File: src/design/djrs_pkg.sv
package djrs_pkg;

	localparam int JOBS_DEF     = 16;
	localparam int SYNCS_DEF    = 8;
	localparam int TASKS_DEF    = 16;
	localparam int KEY_BITS_DEF = 16;

	typedef enum logic [2:0] {
		CMD_LOAD   = 3'd0,
		CMD_START  = 3'd1,
		CMD_NEXT   = 3'd2,
		CMD_FINISH = 3'd3,
		CMD_SYNC   = 3'd4,
		CMD_PEND   = 3'd5
	} cmd_t;

	typedef struct packed {
		logic [2:0]  cmd;
		logic [3:0]  job_index;
		logic [15:0] dep_row;
		logic [7:0]  sync_row;
		logic [7:0]  deadline_bits;
		logic [3:0]  task_id;
		logic [15:0] latest_finish;
		logic [2:0]  sync_index;
	} in_item_t;

	typedef struct packed {
		logic       task_valid;
		logic [3:0] task_out;
		logic       period_miss;
		logic       sync_miss;
	} out_item_t;

endpackage

File: src/design/djrs_walk.sv
module djrs_walk #(
	parameter int JOBS     = 16,
	parameter int SYNCS    = 8,
	parameter int KEY_BITS = 16
) (
	input  logic                 clk,
	input  logic                 arst_n,
	input  logic                 go,
	input  djrs_pkg::in_item_t   item,
	output logic                 done,
	output djrs_pkg::out_item_t  result
);
	import djrs_pkg::*;

	localparam int JW = $clog2(JOBS);
	localparam int SW = (SYNCS > 1) ? $clog2(SYNCS) : 1;

	typedef enum logic [2:0] {S_IDLE, S_COPY, S_SCAN, S_CLEAR, S_READY, S_DONE} state_t;

	logic [JOBS-1:0]     dep_tpl [JOBS];
	logic [SYNCS-1:0]    sync_tpl [JOBS];
	logic [SYNCS-1:0]    dl_tpl [JOBS];
	logic [3:0]          task_tbl [JOBS];
	logic [KEY_BITS-1:0] key_tbl [JOBS];
	logic [JOBS-1:0]     dep_q [JOBS];
	logic [SYNCS-1:0]    sync_q [JOBS];
	logic [SYNCS-1:0]    dl_q [JOBS];
	logic [JOBS-1:0]     queued_q, started_q, finished_q, marked_q;

	state_t              state_q;
	logic [JW-1:0]       k_q;
	logic                found_q;
	logic [JW-1:0]       best_q;
	logic [KEY_BITS-1:0] best_key_q;
	in_item_t            item_q;
	out_item_t           res_q;

	logic                last;
	logic                sync_ok;
	logic [SW-1:0]       sidx;
	logic                task_hit;
	logic                result_fix;

	assign last     = (k_q == JW'(JOBS - 1));
	assign sync_ok  = ({29'd0, item_q.sync_index} < 32'(SYNCS));
	assign sidx     = SW'(item_q.sync_index);
	assign task_hit = (task_tbl[k_q] == item_q.task_id) && started_q[k_q] && !finished_q[k_q];

	always_ff @(posedge clk) begin
		if (go && item.cmd == CMD_LOAD && {28'd0, item.job_index} < 32'(JOBS)) begin
			dep_tpl[JW'(item.job_index)]  <= JOBS'(item.dep_row);
			sync_tpl[JW'(item.job_index)] <= SYNCS'(item.sync_row);
			dl_tpl[JW'(item.job_index)]   <= SYNCS'(item.deadline_bits);
			task_tbl[JW'(item.job_index)] <= item.task_id;
			key_tbl[JW'(item.job_index)]  <= KEY_BITS'(item.latest_finish);
		end
	end

	always_ff @(posedge clk or negedge arst_n) begin
		if (!arst_n) begin
			state_q    <= S_IDLE;
			k_q        <= '0;
			queued_q   <= '0;
			started_q  <= '0;
			finished_q <= '0;
			marked_q   <= '0;
			found_q    <= 1'b0;
			best_q     <= '0;
			best_key_q <= '0;
			item_q     <= '0;
			res_q      <= '0;
			for (int i = 0; i < JOBS; i++) begin
				dep_q[i]  <= '0;
				sync_q[i] <= '0;
				dl_q[i]   <= '0;
			end
		end else begin
			case (state_q)
				S_IDLE: begin
					if (go) begin
						item_q  <= item;
						res_q   <= out_item_t'{1'b0, 4'd0,
							(item.cmd == CMD_PEND) && (finished_q != '1), 1'b0};
						k_q     <= '0;
						found_q <= 1'b0;
						case (item.cmd)
							CMD_START:  state_q <= S_COPY;
							CMD_PEND:   state_q <= S_COPY;
							CMD_NEXT:   state_q <= S_SCAN;
							CMD_FINISH: state_q <= S_SCAN;
							CMD_SYNC:   state_q <= S_SCAN;
							default:    state_q <= S_DONE;
						endcase
					end
				end
				S_COPY: begin
					dep_q[k_q]  <= dep_tpl[k_q];
					sync_q[k_q] <= sync_tpl[k_q];
					dl_q[k_q]   <= dl_tpl[k_q];
					k_q <= last ? '0 : k_q + 1'b1;
					if (last) begin
						queued_q   <= '0;
						started_q  <= '0;
						finished_q <= '0;
						marked_q   <= '0;
						state_q    <= S_READY;
					end
				end
				S_SCAN: begin
					if (item_q.cmd == CMD_FINISH && task_hit)
						k_q <= '0;
					else
						k_q <= last ? '0 : k_q + 1'b1;
					if (item_q.cmd == CMD_NEXT) begin
						if (queued_q[k_q] && !started_q[k_q] &&
							(!found_q || key_tbl[k_q] < best_key_q)) begin
							found_q    <= 1'b1;
							best_q     <= k_q;
							best_key_q <= key_tbl[k_q];
						end
						if (last) state_q <= S_DONE;
					end else if (item_q.cmd == CMD_SYNC) begin
						if (sync_ok) begin
							sync_q[k_q][sidx] <= 1'b0;
							if (dl_q[k_q][sidx]) res_q.sync_miss <= 1'b1;
						end
						if (last) begin
							marked_q <= queued_q | started_q | finished_q;
							state_q  <= S_READY;
						end
					end else begin
						if (task_hit) begin
							found_q <= 1'b1;
							best_q  <= k_q;
							finished_q[k_q] <= 1'b1;
							dl_q[k_q] <= '0;
							state_q <= S_CLEAR;
						end else if (last) begin
							marked_q <= queued_q | started_q | finished_q;
							state_q  <= S_READY;
						end
					end
				end
				S_CLEAR: begin
					dep_q[k_q][best_q] <= 1'b0;
					k_q <= last ? '0 : k_q + 1'b1;
					if (last) begin
						marked_q <= queued_q | started_q | finished_q;
						state_q  <= S_READY;
					end
				end
				S_READY: begin
					if (dep_q[k_q] == '0 && sync_q[k_q] == '0 && !marked_q[k_q])
						queued_q[k_q] <= 1'b1;
					k_q <= last ? '0 : k_q + 1'b1;
					if (last) state_q <= S_DONE;
				end
				S_DONE: begin
					if (item_q.cmd == CMD_NEXT && found_q) begin
						started_q[best_q] <= 1'b1;
						res_q <= out_item_t'{1'b1, task_tbl[best_q], 1'b0, 1'b0};
					end
					state_q <= S_IDLE;
				end
				default: state_q <= S_IDLE;
			endcase
		end
	end

	assign done   = (state_q == S_IDLE);
	assign result = res_q;

	always_comb begin
		if (state_q == S_DONE && item_q.cmd == CMD_NEXT && found_q)
			result_fix = 1'b1;
		else
			result_fix = 1'b0;
	end

	ap_fin_started: assert property (@(posedge clk) disable iff (!arst_n)
		(finished_q & ~started_q) == '0) else $error("finished job never started");
	ap_go_idle: assert property (@(posedge clk) disable iff (!arst_n)
		go |-> state_q == S_IDLE) else $error("item taken while busy");
	ap_dispatch: assert property (@(posedge clk) disable iff (!arst_n)
		result_fix |=> res_q.task_valid) else $error("dispatch lost");

endmodule

File: src/design/dag_job_ready_scheduler_top.sv
// Steps to a result: load and unknown codes go straight to done; next task scans the rows;
// start and period end copy, then mark ready; sync scans, then marks ready; task finished
// scans, clears, marks ready: one job row per cycle through the shared walk sequencer.
// One item at a time: the next item can be taken in the same cycle the result appears at
// the earliest, and not while that result is stalled.
// Asynchronous active-low reset clears working rows and marks; tables are unset.
module dag_job_ready_scheduler_top #(
	parameter int JOBS     = djrs_pkg::JOBS_DEF,
	parameter int SYNCS    = djrs_pkg::SYNCS_DEF,
	parameter int KEY_BITS = djrs_pkg::KEY_BITS_DEF
) (
	input  logic                clk,
	input  logic                arst_n,
	input  logic                in_valid,
	output logic                in_stall,
	input  djrs_pkg::in_item_t  in_data,
	output logic                out_valid,
	input  logic                out_stall,
	output djrs_pkg::out_item_t out_data
);
	import djrs_pkg::*;

	logic      go, done, done_q, busy_q;
	out_item_t res;

	assign in_stall = busy_q || !done || (out_valid && out_stall);
	assign go       = in_valid && !in_stall;

	djrs_walk #(.JOBS(JOBS), .SYNCS(SYNCS), .KEY_BITS(KEY_BITS)) u_walk (
		.clk(clk), .arst_n(arst_n), .go(go), .item(in_data), .done(done), .result(res)
	);

	always_ff @(posedge clk or negedge arst_n) begin
		if (!arst_n) begin
			busy_q    <= 1'b0;
			done_q    <= 1'b1;
			out_valid <= 1'b0;
		end else begin
			done_q <= done;
			if (go) busy_q <= 1'b1;
			else if (busy_q && done && !done_q) busy_q <= 1'b0;
			if (busy_q && done && !done_q) out_valid <= 1'b1;
			else if (!out_stall) out_valid <= 1'b0;
		end
	end

	always_ff @(posedge clk) begin
		if (busy_q && done && !done_q) out_data <= res;
	end

endmodule
File: config.mk
export PLATFORM = sky130hd
export DESIGN_NAME = dag_job_ready_scheduler_top
export DESIGN_NICKNAME = d
export VERILOG_FILES = /design/src/design/djrs_pkg.sv /design/src/design/djrs_walk.sv /design/src/design/dag_job_ready_scheduler_top.sv
export SDC_FILE = /design/constraint.sdc
export NUM_CORES = 2
export LEC_CHECK = 0
export BUFFER_PORTS_ARGS = -buffer_cell sky130_fd_sc_hd__buf_2
export CAP_MARGIN = 25
export CORE_MARGIN = 5
export CORE_UTILIZATION = 65
export CTS_BUF_LIST = sky130_fd_sc_hd__clkbuf_16
export CTS_CLUSTER_DIAMETER = 80
export DETAILED_ROUTE_END_ITERATION = 8
export PLACE_DENSITY = 0.82
export SYNTH_ARGS = -nofsm -noshare
export SYNTH_HDL_FRONTEND = slang
export SYNTH_HIERARCHICAL = 1
export SYNTH_SLANG_ARGS = --single-unit
File: constraint.sdc
create_clock -name clk -period 14.8 [get_ports clk]
set_input_delay 2.96 -clock clk [delete_from_list [all_inputs] [get_ports clk]]
set_output_delay 2.96 -clock clk [all_outputs]
set_load 0.03 [all_outputs]
==> results.toml <==
[synth]
synth-compound-area-share_pct = 10.3
synthCells = 3705
synth_top_family_by_area = "multiplexers"
yosysSeqAreaShare_pct = 69.5
synth-seq-cells = 1463
synth_xor_area_share_pct = 0.0447
yosys.area_share.adder_pct = 0.405
synth_warnings = 6
ys_async_sr_fraction_pct = 42.7
yosys.area_share.simple_pct = 3.87
synthDistinctLibCells = 67
synth_nets = 3790
synth_edf_count = 839
avgSynthCellArea_um2 = 15.9
synth_flop_cell = "edfxtp_1"
syn_area_mm2 = 0.0588
synthMuxAreaShare_pct = 13.7

[cells_and_area]
nNetsFinal = 3810
drive_gt1_share_pct = 19.8
stdcell_count = 5015
post-route-util_pct = 72.1
nFillCells = 5180
area_delta_synth_final_pct = 10.4

[worst_setup_path]
r2r_end = "u_walk/best_key_q[11]"
cp_max_fo = 3
r2r_slack_ns = 8.58
cp-start-kind = "input pin"
worst_ep_required_time_ns = 11.84
endpoint_kind = "output pin"
critPathArrivalTime_ns = 3.46
ff2ff_path_depth = 12
path_class = "input pin to output pin"
reg2reg_from = "u_walk/k_q[0]"

[outcome]
status = "completed"

[power_and_ir_drop]
p_leak_nw = 22.7
ir_drop_mv = 0.174
pwr-share-seq_pct = 42.5
p_per_area_mw_per_mm2 = 181
pwr-share-clk_pct = 30.3
finalPower_mw = 11.7
p_sw_share_pct = 32.6
pwr-share-comb_pct = 27.2
intPower_mw = 7.92
p_sw_mw = 3.83

[clock_network]
post_cts_buffers = 0
postCtsHoldBufs = 0
clkTransAtPathRegs_ns = 0.06
cts_made_buffers = 144
clock_path_buffers = 3
clock_latency_ns = 0.77
cts_tree = "done"
cts_resized = 0
h-tree-depth = 4
cts_root_buffer = "clkbuf_16"
cts.sinks = 1463

[routing]
via_per_inst = 7.31
first_pass_iters = 7
wire_per_inst_um = 32.3
drc_errors = 0
postRouteAntennaNets = 0
num_vias = 36700
routed_wl_mm = 162
drt_iter0_markers = 5682

[grt]
grt-ovfl-total = 0
grt_pass1_wl_mm = 240
track_usage_pct = 33.2
antenna_found_initial = 10
grt_pass1_vias = 36800
grt_max_degree = 190

[die]
io_pins = 75
row_count = 110
coreArea_mm2 = 0.0899
dieHeight_um = 311
initial_core_util_pct = 65.4
die_x_um = 311
die_area_mm2 = 0.0965

[worst_hold_path]
hp-start = "u_walk/result[5]"
hold_class = "flop to flop"
holdPathEnd = "out_data[5]"
whs_path_depth = 0

[placement]
gp_congestion = 0.917
post-dp-hpwl_mm = 85.7
portBuffers = 74
place_inst = 4746

[timing]
maxSlewHeadroom_pct = 24.1
fmax_mhz = 156
hold_viol = 0
rsz0062_at_grt = "false"
fin_setup_tns_ns = 0
period_share_pct = 43.4
drv_slew = 0
worst_pin_slew_ns = 1.14
period_needed_ns = 6.42
setup_viol = 0
finClkSkew_ns = 0.0504
holdWs_ns = 0.460

[flow_run]
max_cap_violations = 0
## cells by family (layout without fill, tap and decap cells)
kind of cell	count (synthesis)	after routing
adder cells (fa/ha/maj)	19	19
buffers and inverters	303	433
AND/OR/NAND/NOR	464	464
other	0	4
XOR/XNOR	3	3
AO/OA/AOI/OAI	1060	1060
flip-flops	1463	1463
multiplexers	393	393
## how the worst max path moves through the flow
stage,startpoint,depth (start not counted),endpoint,slack [ns]
finish,out_stall,4,in_stall,8.38
global route,u_walk/k_q[0],12,u_walk/best_key_q[11],8.24
CTS,out_stall,4,in_stall,8.37
detailed placement,out_stall,4,in_stall,8.37
global placement,out_stall,4,in_stall,8.39
floorplan,in_valid,5,u_walk/dep_tpl[0][0],6.92
## cell usage after synthesis, types with 19 or more instances
master	number	area [um2]
nor4_1	62	388
buf_2	40	200
nand4_1	30	188
o2bb2ai_1	128	1120
clkbuf_1	205	769
inv_1	26	97.6
nand2_1	113	424
mux2i_1	23	230
mux4_2	326	7340
nor2_1	126	473
dfrtp_1	623	15600
nor3_1	43	215
a21oi_1	53	265
nand3_1	29	145
edfxtp_1	839	25200
mux2_2	44	495
o21ai_0	782	3910
ha_1	19	238
## metal layers
layer  wire, um  GRT usage [%]
met2      79200           52.9
met1      57200           44.7
met5         60              0
met3      17300           7.04
met4       8210           16.0
## power by group through the flow
stage | Clock [mW] | Sequential [mW] | Combinational, mW
6_report | 3.56 | 4.99 | 3.19
5_1_grt | 3.78 | 5.03 | 3.36
4_1_cts | 3.57 | 4.98 | 3.11
3_5_place_dp | 0 | 5.05 | 3.03
3_3_place_gp | 0 | 5.03 | 2.94
2_1_floorplan | 0 | 4.92 | 2.17
## metrics by stage
step           setup slack [ns]  area [um2]
3_3_place_gp               8.39       60100
5_1_grt                    8.24       64800
4_1_cts                    8.37       64700
3_5_place_dp               8.37       60200
2_1_floorplan              6.92       58800
6_report                   8.38       64800
## area by class of cell
| class | instances | area, um2 | share of cell area [%] |
|---|---|---|---|
| antenna | 4 | 10.0 | 0.0154 |
| multi-input combinational | 1939 | 16800 | 25.9 |
| sequential | 1463 | 40800 | 63.0 |
| clock buffer | 145 | 3630 | 5.60 |
| inverter | 27 | 101 | 0.156 |
| timing repair buffer | 150 | 1100 | 1.69 |
| clock inverter | 111 | 882 | 1.36 |
| tap | 1176 | 1470 | 2.27 |
## placed cells by master (no fill, tap or decap), drive strengths merged, types with 10 or more instances in the layout
cell type / instances
nand2b: 11
mux2i: 23
nor2: 127
nor4: 63
o21ai: 790
mux2: 44
o2bb2ai: 128
a21oi: 53
nand3: 29
buf: 150
inv: 71
dfrtp: 623
nand2: 113
nor3: 43
a22o: 14
a21o: 12
clkinv: 53
ha: 19
o21bai: 10
clkbuf: 145
bufinv: 12
mux4: 326
a31oi: 14
nand4: 30
edfxtp: 839
## critical path: stages
cell      delay (ns)
buf_2           0.10
nand2_1         0.10
nand3b_1        0.09
buf_2           0.20
## flip-flops by register name, summed over array words and instances, names as in the netlist, 16 cells and up
signal,count
u_walk/sync_tpl,128
u_walk/task_tbl,64
u_walk/started_q,16
u_walk/dep_tpl,256
u_walk/dep_q,256
u_walk/dl_q,128
u_walk/best_key_q,16
u_walk/key_tbl,256
u_walk/sync_q,128
u_walk/queued_q,16
u_walk/finished_q,16
u_walk/dl_tpl,128
u_walk/marked_q,16
No activity file was read; power rests on OpenSTA's default activity.
